<file path="config.mk">
export PLATFORM = sky130hd
export DESIGN_NAME = ngme_mul
export DESIGN_NICKNAME = d
export VERILOG_FILES = /design/src/rtl/core/ngme_mul.sv
export SDC_FILE = /design/constraint.sdc
export NUM_CORES = 2
export LEC_CHECK = 0
export BUFFER_PORTS_ARGS = -buffer_cell sky130_fd_sc_hd__buf_2
export CORE_MARGIN = 8
export CORE_UTILIZATION = 25
export DETAILED_ROUTE_END_ITERATION = 7
export SYNTH_ARGS = -nofsm -noshare
export SYNTH_HDL_FRONTEND = slang
export SYNTH_SLANG_ARGS = --single-unit
</file>
<file path="constraint.sdc">
create_clock -name clk -period 8.2 [get_ports clk]
set_input_delay 0.41 -clock clk [delete_from_list [all_inputs] [get_ports clk]]
set_output_delay 0.41 -clock clk [all_outputs]
set_load 0.005 [all_outputs]
</file>
<file path="src/rtl/core/ngme_mul.sv">
// ----------------------------------------------------------------------------
// ngme_mul
// Shared signed multiplier with a registered product.
// ----------------------------------------------------------------------------
module ngme_mul (
  input  logic               clk,
  input  logic signed [33:0] op_a,
  input  logic signed [33:0] op_b,
  output logic signed [67:0] prod
);

  always_ff @(posedge clk) begin
    prod <= op_a * op_b;
  end

endmodule

</file>
; ---- Word-level counts from Yosys, hierarchy flattened
; Cells that the tools add are included.
[totals]
ff_bits = 68
input_bits = 69
out_inout_bits = 68
wordCells = 2
[classes]
n_mul = 1
[op_table]
columns = cell, n
row1 = $mul 34x34->68, 1

; ---- Logic depth before layout (Yosys ltp)
[logic_depth]
ltp_word = 1
ltp_mapped = 31
mapped_depth_nobuf = 29

; ---- Least setup slack after synthesis
; No wires, ideal clock.
[synth_timing]
path_type = input -> register
startpoint = input op_a[33]
endpoint = register prod[65]
setup_time_ns = 0.072
arrival_ns = 7.828
t_required_ns = 8.128
setup_slack_ns = 0.300
stages = 24
path_buffers = 2
cell_sequence = clkbuf_1 -> nand2_1 -> inv_1 -> fa_1 -> fa_1 -> fa_1 -> fa_1 -> inv_1 -> fa_1 -> fa_1 -> fa_1 -> fa_1 -> inv_1 -> ha_1 -> clkdlybuf4s50_2 -> nand3_1 -> or2_2 -> nor2_1 -> a221oi_1 -> o21ai_0 -> a31oi_2 -> nor2_2 -> o41ai_2 -> xnor2_1
[synth_between]
elab_chain_cells = 1
[synth_rtl]
columns = item, line_no
row1 = from (decl), 7  ; input logic signed [33:0] op_a,
row2 = $mul 34x34->68, 13  ; prod <= op_a * op_b;
row3 = to (signal assigned), 13
row4 = to (decl), 9  ; output logic signed [67:0] prod
; No other way between the ends.

; ---- Final worst setup path
[layout_timing]
startpoint = input op_b[10]
endpoint = register prod[64]
[layout_between]
elab_chain_cells = 1
[layout_rtl]
columns = item, line_no
row1 = from (decl), 8  ; input logic signed [33:0] op_b,
row2 = $mul 34x34->68, 13
; No other way between the ends.

==> impl_results.md <==
- Global Route Usage Sum: 13.7%
- Yosys warnings: 0
- Port bufs: 136
- Mapped Cells: 4554
- Clk root buf: clkbuf_16
- Pre-antenna DRT Iters: 6
- Biggest register: prod
- Post-synth EDFFs: 0
- Overall routed net length: 122 mm
- GR Overflow Total: 0
- Core Area: 171000 sq um
- Synth Flop Type: dfxtp_1
- Count of different cell masters after synthesis: 69
- Max Root-Sink Buffers: 2
- Post-synthesis simple-gate area fraction: 15.4%
- Post-Synth XOR/XNOR Area: 1.61%
- Largest family of logic cells by synthesized area: adder cells
- Regs by FF count: prod x68
- Syn-to-layout area delta: 10.4%
- Cell Count, Final, Fillers Out: 6978
- Num CTS Buffers: 9
- Worst-Margin Slew: 1.11 ns
- Fill cell count: 18244
- # rows: 152
- Initial antenna violation count: 24
- Die Y: 431 um
- Worst hold path class: in -> reg
- Post-route ant nets: 0
- Max FFs per register: 68
- Syn avg cell area: 9.45 sq um
- Final net count: 6170
- Die width: 431 um
- Arr. time, crit path: 8.21 ns
- Mapped Area: 43000 sq um
- Largest net degree at the start of global routing: 35
- #FFs+latches synth: 68
- DRC: 0
- Fin area: 47500 sq um
- Placed Cells: 6955
- Synth Area in Compound Gates: 3.35%
- Post-synthesis sequential area ratio: 3.16%
- Vias/cell: 4.27
- Fraction of layout cells with a size suffix above 1: 7.90%
- Setup crit end kind: flop
- Vias in the first global route: 34371
- Hold Path Origin: op_a[0]
- I/O pin count: 137
- CTS clk-pin slew, worst paths: 0.07 ns
- Synth async-reset ratio: 0%
- Global-route wire length before repair: 198 mm
- Crit share post-route: 95.6%
- Placer congestion estimate: 0.920
- CTS tree: yes
- Mux share of post-synthesis cell area: 0%
- # H-tree levels: 3
- Slew margin rel.: 25.6%
- Final Max Tran Viols: 0
- DR WL/cell: 17.4 um
- Crit Path Max Fanout: 22
- Full die area: 186000 sq um
- Effective utilization at floorplan: 25.1%
- CTS Sinks: 68
- Number of DRC markers in iteration 0: 1561
- Worst setup path class: in -> reg
- # setup viols final: 0
- Total count of hold-check failures in the final report: 0
- Post-DP HPWL: 107 mm
- Max Freq: 128 MHz
- Max Cap Viol: 0
- Beginning of the critical path: op_b[10]
- Post-route minimum period: 7.84 ns
- RSZ-0062 raised after global routing: false
- Adder-Cell Fraction of Synth Area: 63.7%
- Dpl cell area: 47200 sq um
- Req. time, crit path: 8.57 ns
- Startpoint Class: input pin
- Synth Net Count: 6068
- Via count: 29787
- Post-CTS Setup Inserts: 0
- Status: finished, final reports clean
==> area by class of cell <==
cell class / instances / area, sq um / share of cell area, %
Antenna cell: 7 / 17.5 / 0.0369
Clock buffer: 10 / 239 / 0.503
Clock inverter: 6 / 95.1 / 0.200
Inverter: 1232 / 4620 / 9.73
Multi-Input combinational cell: 3026 / 36100 / 76.1
Sequential cell: 68 / 1360 / 2.86
Tap cell: 2310 / 2890 / 6.08
Timing Repair Buffer: 319 / 2140 / 4.51
==> repair_timing <==
action | CTS | global route
gates resized for setup | 0 | 1
setup endpoints to repair | 0 | 1
hold buffers | 0 | 0
==> cells in the mapped netlist, types with 3 or more instances <==
cell type / count / area [sq um]
o21a_1: 4 / 30.0
o41ai_1: 3 / 26.3
a31oi_1: 7 / 43.8
o21ai_1: 7 / 35.0
nand4_1: 11 / 68.8
a21o_1: 37 / 278
nand3_1: 11 / 55.1
and2_1: 621 / 3880
ha_1: 204 / 2550
nor3_1: 5 / 25.0
buf_4: 4 / 30.0
fa_1: 1241 / 24800
xor2_1: 23 / 201
nor2_1: 54 / 203
o211ai_1: 3 / 22.5
xnor2_1: 56 / 490
o21bai_1: 12 / 90.1
a211oi_1: 6 / 45.0
o21ai_0: 31 / 155
dfxtp_1: 68 / 1360
a21oi_1: 61 / 305
nand2_1: 542 / 2030
clkbuf_1: 214 / 803
a221oi_1: 3 / 26.3
and3_2: 3 / 22.5
inv_1: 1231 / 4620
nand2b_1: 20 / 125
o41ai_2: 3 / 48.8
nor2b_1: 9 / 56.3
or2_2: 4 / 25.0
and3_1: 5 / 31.3
==> cell usage in the layout (no fill, tap or decap), types with 3 or more instances in the layout <==
cell	count
nor2b_1	9
buf_4	176
o21ai_0	31
o41ai_1	3
and3_2	3
a221oi_1	3
o211ai_1	3
clkbuf_16	9
xor2_1	23
xnor2_1	56
diode_2	7
o41ai_2	3
clkinv_4	3
a211oi_1	6
dfxtp_1	68
nand2b_1	20
and2_1	621
nand3_1	11
buf_12	7
a21o_1	37
nand2_1	542
o21bai_1	12
nand4_1	11
inv_1	1231
ha_1	204
o21a_1	4
fa_1	1241
nor2_1	54
nor3_1	5
o21ai_1	7
or2_2	4
a21oi_1	61
a31oi_1	7
and3_1	5
buf_2	136
==> cell families (layout without fill, tap and decap cells) <==
kind of cell / count (synthesis) / after routing
AO/OA/AOI/OAI: 206 / 206
XOR/XNOR: 79 / 79
adder cells (fa/ha/maj): 1445 / 1445
buffers and inverters: 1460 / 1567
flip-flops: 68 / 68
other: 0 / 7
AND/OR/NAND/NOR: 1296 / 1296
==> worst max-delay path, stage by stage <==
cell      delay [ns]
buf_2           0.46
buf_4           0.24
nand2_1         0.07
fa_1            0.54
fa_1            0.56
fa_1            0.47
fa_1            0.48
fa_1            0.49
inv_1           0.05
fa_1            0.48
fa_1            0.49
inv_1           0.05
fa_1            0.48
inv_1           0.04
ha_1            0.38
a2111o_1        0.39
a31oi_1         0.22
o41ai_2         0.17
a21o_1          0.20
nand2_1         0.07
nand4b_1        0.37
a21bo_2         0.39
a21o_1          0.23
a311oi_2        0.28
xnor2_1         0.15
==> metrics by stage <==
step	util, %	hold slack, ns	setup TNS [ns]	setup WS (ns)
global placement	27.5	0.791	-0.0607	-0.0607
global route	27.7	0.584	0	0.0637
CTS	27.7	0.557	0	0.368
finish	27.7	0.592	0	0.360
floorplan	-	0.537	0	0.300
detailed placement	27.5	0.789	-0.239	-0.130
==> final timing paths <==
kind,endpoint,slack (ns),depth (start not counted)
hold / removal,prod[0],0.59,3
setup / recovery,prod[64],0.36,25
==> layer usage <==
| metal | global-route usage (%) | wire (um) | vias up |
|---|---|---|---|
| met5 | 0 | 39 | - |
| met2 | 25.5 | 65700 | 768 |
| li1 | - | - | 12994 |
| met3 | 1.74 | 5160 | 172 |
| met4 | 4.80 | 4280 | 6 |
| met1 | 16.2 | 46500 | 15847 |
Power is not shown: default switching activity piles up to over one toggle a cycle in this logic, so the estimate is an artifact.
