===== config.mk =====
export PLATFORM = sky130hd
export DESIGN_NAME = ngme_sqrt
export DESIGN_NICKNAME = d
export VERILOG_FILES = /design/src/rtl/core/ngme_pkg.sv /design/src/rtl/core/ngme_sqrt.sv
export SDC_FILE = /design/constraint.sdc
export NUM_CORES = 1
export LEC_CHECK = 0
export ABC_AREA = 0
export BUFFER_PORTS_ARGS = -buffer_cell sky130_fd_sc_hd__buf_4
export CORE_ASPECT_RATIO = 1.4
export CORE_MARGIN = 5
export CORE_UTILIZATION = 40
export CTS_CLUSTER_SIZE = 40
export DETAILED_ROUTE_END_ITERATION = 7
export PLACE_DENSITY = 0.57
export SYNTH_ARGS = -nofsm -noshare
export SYNTH_HDL_FRONTEND = slang
export SYNTH_SLANG_ARGS = --single-unit

===== constraint.sdc =====
create_clock -name clk -period 3.2 [get_ports clk]
set_input_delay 0 -clock clk [delete_from_list [all_inputs] [get_ports clk]]
set_output_delay 0 -clock clk [all_outputs]
set_load 0.01 [all_outputs]

===== src/rtl/core/ngme_pkg.sv =====
// ----------------------------------------------------------------------------
// ngme_pkg
// Widths, limits and saturation helper for the 2x2 natural gradient unit.
// ----------------------------------------------------------------------------
package ngme_pkg;

  localparam int DW = 32;
  localparam int FB = 16;
  localparam int DIV_W = DW + FB;
  localparam int RAD_W = 2 * DW;

  typedef logic signed [DW-1:0] word_t;

  localparam word_t MAXV = {1'b0, {(DW-1){1'b1}}};
  localparam word_t MINV = {1'b1, {(DW-1){1'b0}}};

  function automatic word_t sat66(input logic signed [65:0] v);
    word_t r;
    if (v > 66'(signed'(MAXV))) begin
      r = MAXV;
    end else if (v < 66'(signed'(MINV))) begin
      r = MINV;
    end else begin
      r = word_t'(v[DW-1:0]);
    end
    return r;
  endfunction

endpackage


===== src/rtl/core/ngme_sqrt.sv =====
// ----------------------------------------------------------------------------
// ngme_sqrt
// Integer square root, two radicand bits per cycle.
// ----------------------------------------------------------------------------
module ngme_sqrt (
  input  logic                        clk,
  input  logic                        rst,
  input  logic                        start,
  input  logic [ngme_pkg::RAD_W-1:0]  rad,
  output logic [ngme_pkg::DW-1:0]     root,
  output logic                        done
);

  logic                        busy;
  logic [4:0]                  cnt;
  logic [ngme_pkg::RAD_W-1:0]  x;
  logic [33:0]                 rem;
  logic [35:0]                 cand;
  logic [35:0]                 trial;
  logic                        take;

  assign cand  = {rem, x[ngme_pkg::RAD_W-1 -: 2]};
  assign trial = {2'b00, root, 2'b01};
  assign take  = cand >= trial;

  always_ff @(posedge clk) begin
    if (rst) begin
      busy <= 1'b0;
      done <= 1'b0;
      cnt  <= '0;
    end else begin
      done <= 1'b0;
      if (start) begin
        busy <= 1'b1;
        cnt  <= 5'd31;
      end else if (busy) begin
        cnt <= cnt - 5'd1;
        if (cnt == 5'd0) begin
          busy <= 1'b0;
          done <= 1'b1;
        end
      end
    end
  end

  always_ff @(posedge clk) begin
    if (start) begin
      x    <= rad;
      rem  <= '0;
      root <= '0;
    end else if (busy) begin
      x    <= {x[ngme_pkg::RAD_W-3:0], 2'b00};
      rem  <= take ? 34'(cand - trial) : cand[33:0];
      root <= {root[ngme_pkg::DW-2:0], take};
    end
  end

endmodule


* Word level (Yosys, flattened, before mapping)
Cells that the tools add are included.
Operators by class: $lt $le $gt $ge 1, bitwise gates (word level) 1, $add $sub $neg 2, mux-type cells 9, reduce and logical (&&, ||, !) cells 3
Operators with widths (count):
- 64-bit 2-to-1 mux | 2
- 36-bit by 34-bit greater-or-equal comparator with 1-bit output | 1
- 34-bit 2-to-1 mux | 1
- 34-bit subtractor | 1
- 5-bit 2-to-1 mux | 2
- 5-bit logical NOT | 1
- 5-bit by 1-bit subtractor with 5-bit output (second input constant) | 1
- 1-bit 2-to-1 mux | 4
- 3-bit OR reduction | 1
- 2-bit nonzero test | 1
- 1-bit inverter | 1
Storage, ports and cells: input port bits 67, output and inout port bits 33, word-level logic and storage cells 22, flip-flop bits (word level) 137

* Longest topological paths before layout
depth in word-level cells 4, depth in mapped cells 13, mapped depth without buffers 11

* Least setup slack after synthesis
Ideal clock, no wire load.
path type flip-flop to flip-flop, from register root[25] (netlist name), to register rem[27], clock period less this slack 2.823 ns, stages on the path, launching flop included 14, arrival 2.709 ns, path slack 0.377 ns, cell sequence dfxtp_1 -> inv_1 -> ha_1 -> buf_2 -> nand4_1 -> or4_4 -> nor2_1 -> a32oi_1 -> and3_4 -> o21ai_4 -> buf_6 -> mux2i_1 -> o22ai_1 -> a21o_1
On the way: cells in the longest elaborated chain, start to end 2, elaborated cells on any way between the ends 3, classes of those cells add/sub: 1; order compare: 1; mux: 1
RTL lines:
- from (decl) | line ngme_sqrt.sv:10 | output logic [ngme_pkg::DW-1:0] root,
- from (signal assigned) | line ngme_sqrt.sv:54 | root <= {root[ngme_pkg::DW-2:0], take};
- 34-bit subtractor / 36-bit by 34-bit greater-or-equal comparator with 1-bit output (equally long branches) | line ngme_sqrt.sv:53, ngme_sqrt.sv:24
- 34-bit 2-to-1 mux * | line ngme_sqrt.sv:53 | rem <= take ? 34'(cand - trial) : cand[33:0];
- to (signal assigned) | line ngme_sqrt.sv:53
- to (decl) | line ngme_sqrt.sv:17 | logic [33:0] rem;
Every way passes the cells marked *; elsewhere a longest branch is shown, timed or not. A chain may end at the register's enable or synchronous reset.

* Worst setup path in the final report
from register root[24] (netlist name), to register rem[13]
On the way: cells in the longest elaborated chain, start to end 2
RTL lines:
- 36-bit by 34-bit greater-or-equal comparator with 1-bit output | line ngme_sqrt.sv:24 | assign take = cand >= trial;
- 34-bit 2-to-1 mux | line ngme_sqrt.sv:53
Every way passes these cells.

==> reports/metrics.yaml <==
yosysWarnings: 0
clock-sinks: 137
cts-root-buf: "clkbuf_16"
reg2reg_depth: 11
arrival_ns: 3.24
synth_nets: 835
max_slew_margin: 0.488
diodes: 0
fin_util: 0.524
cts_setup_buffers: 0
whs_ns: 0.0803
gp_congestion: 0.869
ant_nets: 0
status: "completed"
syn_to_final_growth_pct: 29.4
viasPerCell: 5.13
ys_ff_latch: 137
grt_max_degree: 131
path_class: "reg2reg"
worstMarginPinSlew_ns: 0.769
drv_cap: 0
synth_top_cell_area_share: 0.255
clk_latency_ns: 0.42
critPathMaxFanout: 17
hold_class: "in2reg"
async_reset_ff_frac: 0
syn_inst: 732
multiInputGateArea_um2: 3820
tns_ns: 0
seqCellArea_um2: 3390
grt_pass1_vias: 6042
hold_viol: 0
rows: 59
p_leak_nw: 4.04
fin_crit_ns: 2.98
fillers: 1687
rsz0062_at_grt: "no"
boundaryPins: 100
setup_slack_ns: 0.217
grt_pass1_wl_mm: 29.1
core_area_um2: 18600
setup_viol: 0
start_kind: "flop"
yosys.cell_types.count: 52
final_cell_mix: "buf_4, nor2_1, dfxtp_1"
place_ws_ns: 0.186
wire_per_inst_um: 15.4
drt-initial-drc-count: 256
start_util: 0.405
p_total_mw: 6.60
cts_tree: "built"
die_h_um: 172
gr-total-overflow: 0
drc: 0
synth_edf_count: 64
fmax_ghz: 0.335
dr.pass1.iters: 4
clock_path_buffers: 2
ys_top_cells_by_area: "edfxtp_1, dfxtp_1, mux2_2"
synth_top_flop_cell: "dfxtp_1"
grt_use_total: 0.163
totalWireLength_mm: 17.7
vias: 5894
clkTransAtPathRegs_ns: 0.07
timing.final.max_slew_violations: 0
p_per_area_nw_per_um2: 677
whs_path_depth: 5
yosysSeqAreaShare: 0.449
portBuffers: 99
drive_gt1_frac: 0.242
htreeDepth: 4
postSynthAreaPerCell_um2: 10.3
ir_worst_vdd_mv: 0.404
cts_made_buffers: 17
synth_largest_area_cell: "edfxtp_1"
die_area_um2: 21700
worstPathRequired_ns: 3.46
syn_area_um2: 7530
place_hpwl_mm: 12.2
antenna_found_initial: 0
fin_skew_ns: 0.0117
cp-end-kind: "flop"
die_w_um: 126
layout.cells.most_common: "buf_4"
fin_crit_sh: 0.932
layout.nets: 994
## through the flow
| stage | instances | instance area, um2 |
|---|---|---|
| global placement | 1051 | 8540 |
| detailed placement | 1051 | 8540 |
| finish | 1148 | 9750 |
| global route | 1148 | 9750 |
| floorplan | 732 | 7530 |
| CTS | 1148 | 9740 |
## what timing repair did
item                                    CTS  global route
resized for setup                         0             4
endpoints found under the setup margin    0             6
hold buffers                             65             0
hold endpoints to repair                 71             0
## routing by layer
| layer | vias to the layer above | share of wire | track usage |
|---|---|---|---|
| li1 | 2954 | - | - |
| met1 | 2805 | 0.42 | 0.183 |
| met2 | 120 | 0.53 | 0.304 |
| met3 | 15 | 0.042 | 0.0386 |
| met4 | 0 | 0.014 | 0.0527 |
| met5 | - | 0 | 0 |
## worst max-delay path, stage by stage (launching register included)
cell and delay (ns):
dfxtp_1 0.37, inv_1 0.06, ha_2 0.37, nand4_1 0.18
or4_4 0.60, nor3_1 0.21, a21oi_1 0.06, and3_4 0.19
o21ai_4 0.15, buf_4 0.30, mux2i_1 0.24, a211oi_1 0.09
## final timing paths
path | from | endpoint | slack (ns)
worst max register to register | root[24] | rem[13] | 0.22
worst min-delay path | start | rem[33] | 0.08
worst max-delay path | root[24] | rem[13] | 0.22
worst min register to register | rem[8] | rem[8] | 0.48
## cell families after synthesis
group           after synthesis  share of synthesized area
compound gates              149                      0.131
xor+xnor                     33                     0.0384
fa+ha+maj                    36                     0.0598
buf+inv                      81                     0.0443
flops                       137                      0.449
mux                         121                      0.171
simple gates                175                      0.107
## Yosys cell counts (17+ instances only)
cell type and n:
nor2_1 83, dfxtp_1 73, edfxtp_1 64, mux2_2 63, mux2i_1 58, inv_1 43, nand2_1 37, ha_1 36
o21ai_0 35, a211oi_1 30, a21oi_1 28, clkbuf_1 22, xnor2_1 22, a21o_1 17
## power by group
group	leakage, nW	switching (mW)	internal, mW
combinational	2.54	1.36	1.27
sequential	1.24	0.108	2.04
clock	0.261	0.811	1.01
## sequential cells by signal (all words and copies together), names as in the netlist
name  count
root     32
busy      1
rem      34
x        64
cnt       5
done      1
## area by class of cell
cell class | count | share of cell area
clock inverters | 14 | 0.0119
inverters | 43 | 0.0166
well taps | 244 | 0.0313
flip-flops and latches | 137 | 0.347
multi-input cells | 514 | 0.392
repair buffers | 178 | 0.156
clock buffers | 18 | 0.0440
Note: power is estimated with default switching activity, not from simulation.
