[src/rtl/core/ngme_pkg.sv]
// ----------------------------------------------------------------------------
// ngme_pkg
// Widths, limits and saturation helper for the 2x2 natural gradient unit.
// ----------------------------------------------------------------------------
package ngme_pkg;

  localparam int DW = 32;
  localparam int FB = 16;
  localparam int DIV_W = DW + FB;
  localparam int RAD_W = 2 * DW;

  typedef logic signed [DW-1:0] word_t;

  localparam word_t MAXV = {1'b0, {(DW-1){1'b1}}};
  localparam word_t MINV = {1'b1, {(DW-1){1'b0}}};

  function automatic word_t sat66(input logic signed [65:0] v);
    word_t r;
    if (v > 66'(signed'(MAXV))) begin
      r = MAXV;
    end else if (v < 66'(signed'(MINV))) begin
      r = MINV;
    end else begin
      r = word_t'(v[DW-1:0]);
    end
    return r;
  endfunction

endpackage

[src/rtl/core/ngme_div.sv]
// ----------------------------------------------------------------------------
// ngme_div
// Restoring unsigned divider, one quotient bit per cycle.
// ----------------------------------------------------------------------------
module ngme_div (
  input  logic                        clk,
  input  logic                        rst,
  input  logic                        start,
  input  logic [ngme_pkg::DIV_W-1:0]  num,
  input  logic [ngme_pkg::DW-2:0]     den,
  output logic [ngme_pkg::DIV_W-1:0]  quo,
  output logic                        done
);

  logic                       busy;
  logic [5:0]                 cnt;
  logic [ngme_pkg::DW-2:0]    rem;
  logic [ngme_pkg::DW-1:0]    trial;
  logic                       take;

  assign trial = {rem, quo[ngme_pkg::DIV_W-1]};
  assign take  = trial >= {1'b0, den};

  always_ff @(posedge clk) begin
    if (rst) begin
      busy <= 1'b0;
      done <= 1'b0;
      cnt  <= '0;
    end else begin
      done <= 1'b0;
      if (start) begin
        busy <= 1'b1;
        cnt  <= 6'(ngme_pkg::DIV_W - 1);
      end else if (busy) begin
        cnt <= cnt - 6'd1;
        if (cnt == 6'd0) begin
          busy <= 1'b0;
          done <= 1'b1;
        end
      end
    end
  end

  always_ff @(posedge clk) begin
    if (start) begin
      rem <= '0;
      quo <= num;
    end else if (busy) begin
      rem <= take ? (ngme_pkg::DW-1)'(trial - {1'b0, den}) : trial[ngme_pkg::DW-2:0];
      quo <= {quo[ngme_pkg::DIV_W-2:0], take};
    end
  end

endmodule

[config.mk]
export PLATFORM = sky130hd
export DESIGN_NAME = ngme_div
export DESIGN_NICKNAME = d
export VERILOG_FILES = /design/src/rtl/core/ngme_pkg.sv /design/src/rtl/core/ngme_div.sv
export SDC_FILE = /design/constraint.sdc
export NUM_CORES = 1
export LEC_CHECK = 0
export BUFFER_PORTS_ARGS = -buffer_cell sky130_fd_sc_hd__buf_2
export CAP_MARGIN = 5
export CORE_UTILIZATION = 49
export CTS_CLUSTER_SIZE = 8
export DETAILED_ROUTE_END_ITERATION = 10
export HOLD_SLACK_MARGIN = 0.1
export PLACE_DENSITY = 0.79
export SETUP_SLACK_MARGIN = 0.4
export SYNTH_ARGS = -nofsm -noshare
export SYNTH_HDL_FRONTEND = slang
export SYNTH_SLANG_ARGS = --single-unit
export TNS_END_PERCENT = 1
[constraint.sdc]
create_clock -name clk -period 2.6 [get_ports clk]
set_input_delay 0.13 -clock clk [delete_from_list [all_inputs] [get_ports clk]]
set_output_delay 0.13 -clock clk [all_outputs]
set_load 0.03 [all_outputs]
== Yosys cells after proc, flatten, opt, wreduce, memory -nomap -nowiden ==
Cells that the tools add are included.
Storage, ports and cells
  flip-flop bits (word level): 87
  input bits: 82
  output and inout port bits: 49
Cells by class
  add/subtract/negate cells: 2
  order comparisons: 1
  multiplexer cells: 9
  bitwise operators: 1
  reduce and logical (&&, ||, !) cells: 4
Operator list (count)
  48-bit 2-to-1 mux: 2
  32-bit by 31-bit >= comparator with 1-bit output: 1
  31-bit 2-to-1 mux: 1
  31-bit subtractor: 1
  6-bit 2-to-1 mux: 2
  6-bit zero test: 1
  6-bit by 1-bit subtractor with 6-bit output, second input constant: 1
  1-bit 2-to-1 mux: 4
  3-bit OR reduction: 1
  2-bit nonzero test: 1
  2-bit OR reduction: 1
  1-bit inverter: 1

== Longest topological paths before layout ==
  depth after elaboration: 4
  depth in mapped cells: 13
  depth with buffers taken out: 11

== Least setup slack after synthesis ==
OpenSTA, ideal clock, no wires.
  kind: register to register
  from: register quo[47] in the netlist's numbering
  to: register rem[23] in the netlist's numbering
  data arrival time: 2.804 ns
  data required time: 2.484 ns
  setup slack: -0.320 ns
  stages on the path, launching flop included: 13
  period minus slack after synthesis: 2.920 ns
  path through: edfxtp_1 > inv_1 > ha_1 > fa_1 > nand2b_1 > a21o_1 > a21o_1 > o21ai_2 > o22ai_2 > buf_4 > buf_4 > a32o_1 > a31o_2
On the way
  cells in the longest elaborated chain, start to end: 2
  elaborated cells between the ends (all ways): 3
RTL lines
  from (decl): RTL line ngme_div.sv:11  | output logic [ngme_pkg::DIV_W-1:0] quo,
  from (signal assigned): RTL line ngme_div.sv:47  | quo <= num;
  from (signal assigned): RTL line ngme_div.sv:50  | quo <= {quo[ngme_pkg::DIV_W-2:0], take};
  31-bit subtractor / 32-bit by 31-bit >= comparator with 1-bit output (equally long branches): RTL line ngme_div.sv:49, ngme_div.sv:22
  31-bit 2-to-1 mux (*): RTL line ngme_div.sv:49  | rem <= take ? (ngme_pkg::DW-1)'(trial - {1'b0, den}) : trial[ngme_pkg::DW-2:0];
  to (signal assigned): RTL line ngme_div.sv:49
  to (decl): RTL line ngme_div.sv:17  | logic [ngme_pkg::DW-2:0] rem;
Every way passes the cells marked *; elsewhere a longest branch is shown, timed or not.
A chain may end at the register's enable or synchronous reset.

== Final worst setup path ==
  from: register quo[47] in the netlist's numbering
  to: register rem[29] in the netlist's numbering
Same word-level chain as after synthesis.

==> impl_metrics.env <==
export IMPL_power_mw=4.55
export IMPL_area_growth_pct=36.3
export IMPL_antenna_found_initial=0
export IMPL_via_per_inst=5.78
export IMPL_placed_cells=890
export IMPL_place_hpwl_um=11100
export IMPL_synth_seq_cells=87
export IMPL_yosys_top_cells_count="55 x a21oi_1, 53 x nor2_1, 49 x mux2_2"
export IMPL_synth_area_leaders="edfxtp_1 26%, dfxtp_1 14%, mux2_2 9.9%"
export IMPL_grt_first_pass_wirelength_um=26700
export IMPL_vias=5466
export IMPL_rsz0062_at_grt="yes"
export IMPL_numClockSinks=87
export IMPL_syn_inst=590
export IMPL_die_w_um=109
export IMPL_first_iter_violations=534
export IMPL_grt_pass1_vias=5545
export IMPL_setup_worst_path_end_class="register"
export IMPL_max_cap_violations=0
export IMPL_gp_congestion=0.938
export IMPL_finalSetupViolCount=14
export IMPL_grt_use_total_pct=28.9
export IMPL_rows=38
export IMPL_slew_headroom_pct=62.0
export IMPL_startpoint_type="register"
export IMPL_avgRoutedWirePerCell_um=17.9
export IMPL_portBuffers=130
export IMPL_crit_fanout=11
export IMPL_vdd_drop_max_mv=0.446
export IMPL_clk_pin_slew_ps=70
export IMPL_worstPathArrival_ps=3060
export IMPL_coreArea_sq_mm=0.0110
export IMPL_ant_nets=0
export IMPL_violations="setup timing"
export IMPL_yosysWarnings=0
export IMPL_grt_ovfl_total=0
export IMPL_finClkSkew_ps=4.93
export IMPL_worstSkewPairLatency_ps=340
export IMPL_root_buffer="clkbuf_16"
export IMPL_die_y_um=109
export IMPL_place_area_sq_mm=0.00676
export IMPL_worstHoldPathType="in -> reg"
export IMPL_finalNonFillerCells=945
export IMPL_drive_gt1_share_pct=36.5
export IMPL_syn_mean_instance_area_sq_um=9.45
export IMPL_cts_made_buffers=9
export IMPL_grt_start_max_net_pins=52
export IMPL_fin_nets=916
export IMPL_ys_seq_area_share_pct=39.9
export IMPL_drc=0
export IMPL_synth_edf_count=48
export IMPL_hold_viol_final=0
export IMPL_dr_pass1_iters=5
export IMPL_syn_nets=706
export IMPL_wl_um=16900
export IMPL_htree_levels=3
export IMPL_dieArea_sq_mm=0.0118
export IMPL_synth_top_area_share_pct=25.9
export IMPL_post_route_min_period_ps=2800
export IMPL_netlist_area_sq_mm=0.00558
export IMPL_synth_top_area_cell="edfxtp_1"
export IMPL_p_per_area_mw_per_mm2=599
export IMPL_max_clock_freq_mhz=357
export IMPL_setup_tns_ps=-739
export IMPL_ioPinCount=131
export IMPL_critPathKind="reg -> reg"
export IMPL_timing_hold_ws_ps=103
export IMPL_n_antenna_cell=0
export IMPL_cts_buffer_depth=2
export IMPL_status="complete, but fails checks"
export IMPL_p_leak_nw=3.42
export IMPL_cts_tree="done"
export IMPL_initial_utilization_pct=50.8
export IMPL_slew_viol_final=0
export IMPL_timing_final_ws_setup_ps=-202
export IMPL_async_reset_ff_share_pct=0
export IMPL_synth_cell_types=58
export IMPL_fin_crit_sh_pct=108
export IMPL_worstPathRequired_ps=2860
export IMPL_synth_most_common_cell="a21oi_1"
export IMPL_worst_pin_slew_ps=568
export IMPL_synth_ff_type="edfxtp_1"
export IMPL_design_area_sq_mm=0.00760
cells by family after synthesis:
| family | count (synthesis) | synth area share (%) |
|---|---|---|
| AO/OA/AOI/OAI | 157 | 18.4 |
| XOR/XNOR | 26 | 4.08 |
| adder cells (fa/ha/maj) | 34 | 7.76 |
| buffers and inverters | 72 | 5.25 |
| flip-flops | 87 | 39.9 |
| multiplexers | 55 | 11.0 |
| AND/OR/NAND/NOR | 159 | 13.6 |
layout make-up:
class	instances	area, sq um
Fill cell	766	3390
Multi-Input combinational cell	431	3190
Sequential cell	87	2220
Timing Repair Buffer	228	1520
Clock buffer	9	225
Tap cell	140	175
Inverter	43	161
Clock inverter	7	101
state kept, by name, indices dropped and copies added, names as in the netlist:
name  cells
quo      48
rem      31
cnt       6
busy      1
done      1
worst paths after layout:
| path | from | endpoint | slack (ps) | cells past startpoint |
|---|---|---|---|---|
| max | quo[47] | rem[29] | -200 | 11 |
| min | num[24] | quo[24] | 100 | 2 |
| max reg2reg | quo[47] | rem[29] | -200 | 11 |
| min reg2reg | rem[25] | rem[26] | 500 | 2 |
per-layer routing:
layer  vias to the layer above  global-route usage [%]  share of wire (%)
met5                         -                       0                  0
met1                      2584                    34.0                 38
li1                       2556                       -                  -
met3                        56                    5.50                6.5
met4                         0                    12.7                3.0
met2                       270                    51.1                 52
power breakdown:
part           switching, mW  leakage [nW]  total (mW)  internal (mW)
registers             0.0908         0.805        1.70           1.61
logic                  0.790          2.46        1.40          0.610
clock network          0.599         0.160        1.46          0.857
metrics by stage:
| stage | worst slack, ps | utilization (%) |
|---|---|---|
| floorplan | -178 | - |
| global placement | 10.7 | 61.5 |
| detailed placement | -68.5 | 61.5 |
| CTS | -74.4 | 68.5 |
| global route | -273 | 69.2 |
| finish | -202 | 69.2 |
cell usage in the layout, fill, tap and decap left out, drive strengths merged, types with 23 or more instances in the layout:
master,instances
a211oi,24
dlygate4sd3,39
ha,33
edfxtp,48
a21oi,56
nor2,53
inv,46
o21ai,23
nand2,46
dfxtp,39
buf,189
mux2,49
critical path: stages (launching register included):
cell and delay, ps:
edfxtp_1 350, inv_1 50, ha_2 180, fa_2 350, nand2b_4 160, a21o_1 190, a21o_1 230, o21ai_4 190
o22ai_4 170, nor3b_2 190, or4_4 490, a211oi_2 160
what timing repair did:
item,4_1_cts,5_1_grt
endpoints found under the hold margin,46,0
hold buffers,39,0
setup endpoints to repair,32,32
resized for setup,12,21
setup buffers,0,0
pin swaps,7,4
Note: power is estimated with default switching activity, not from simulation.
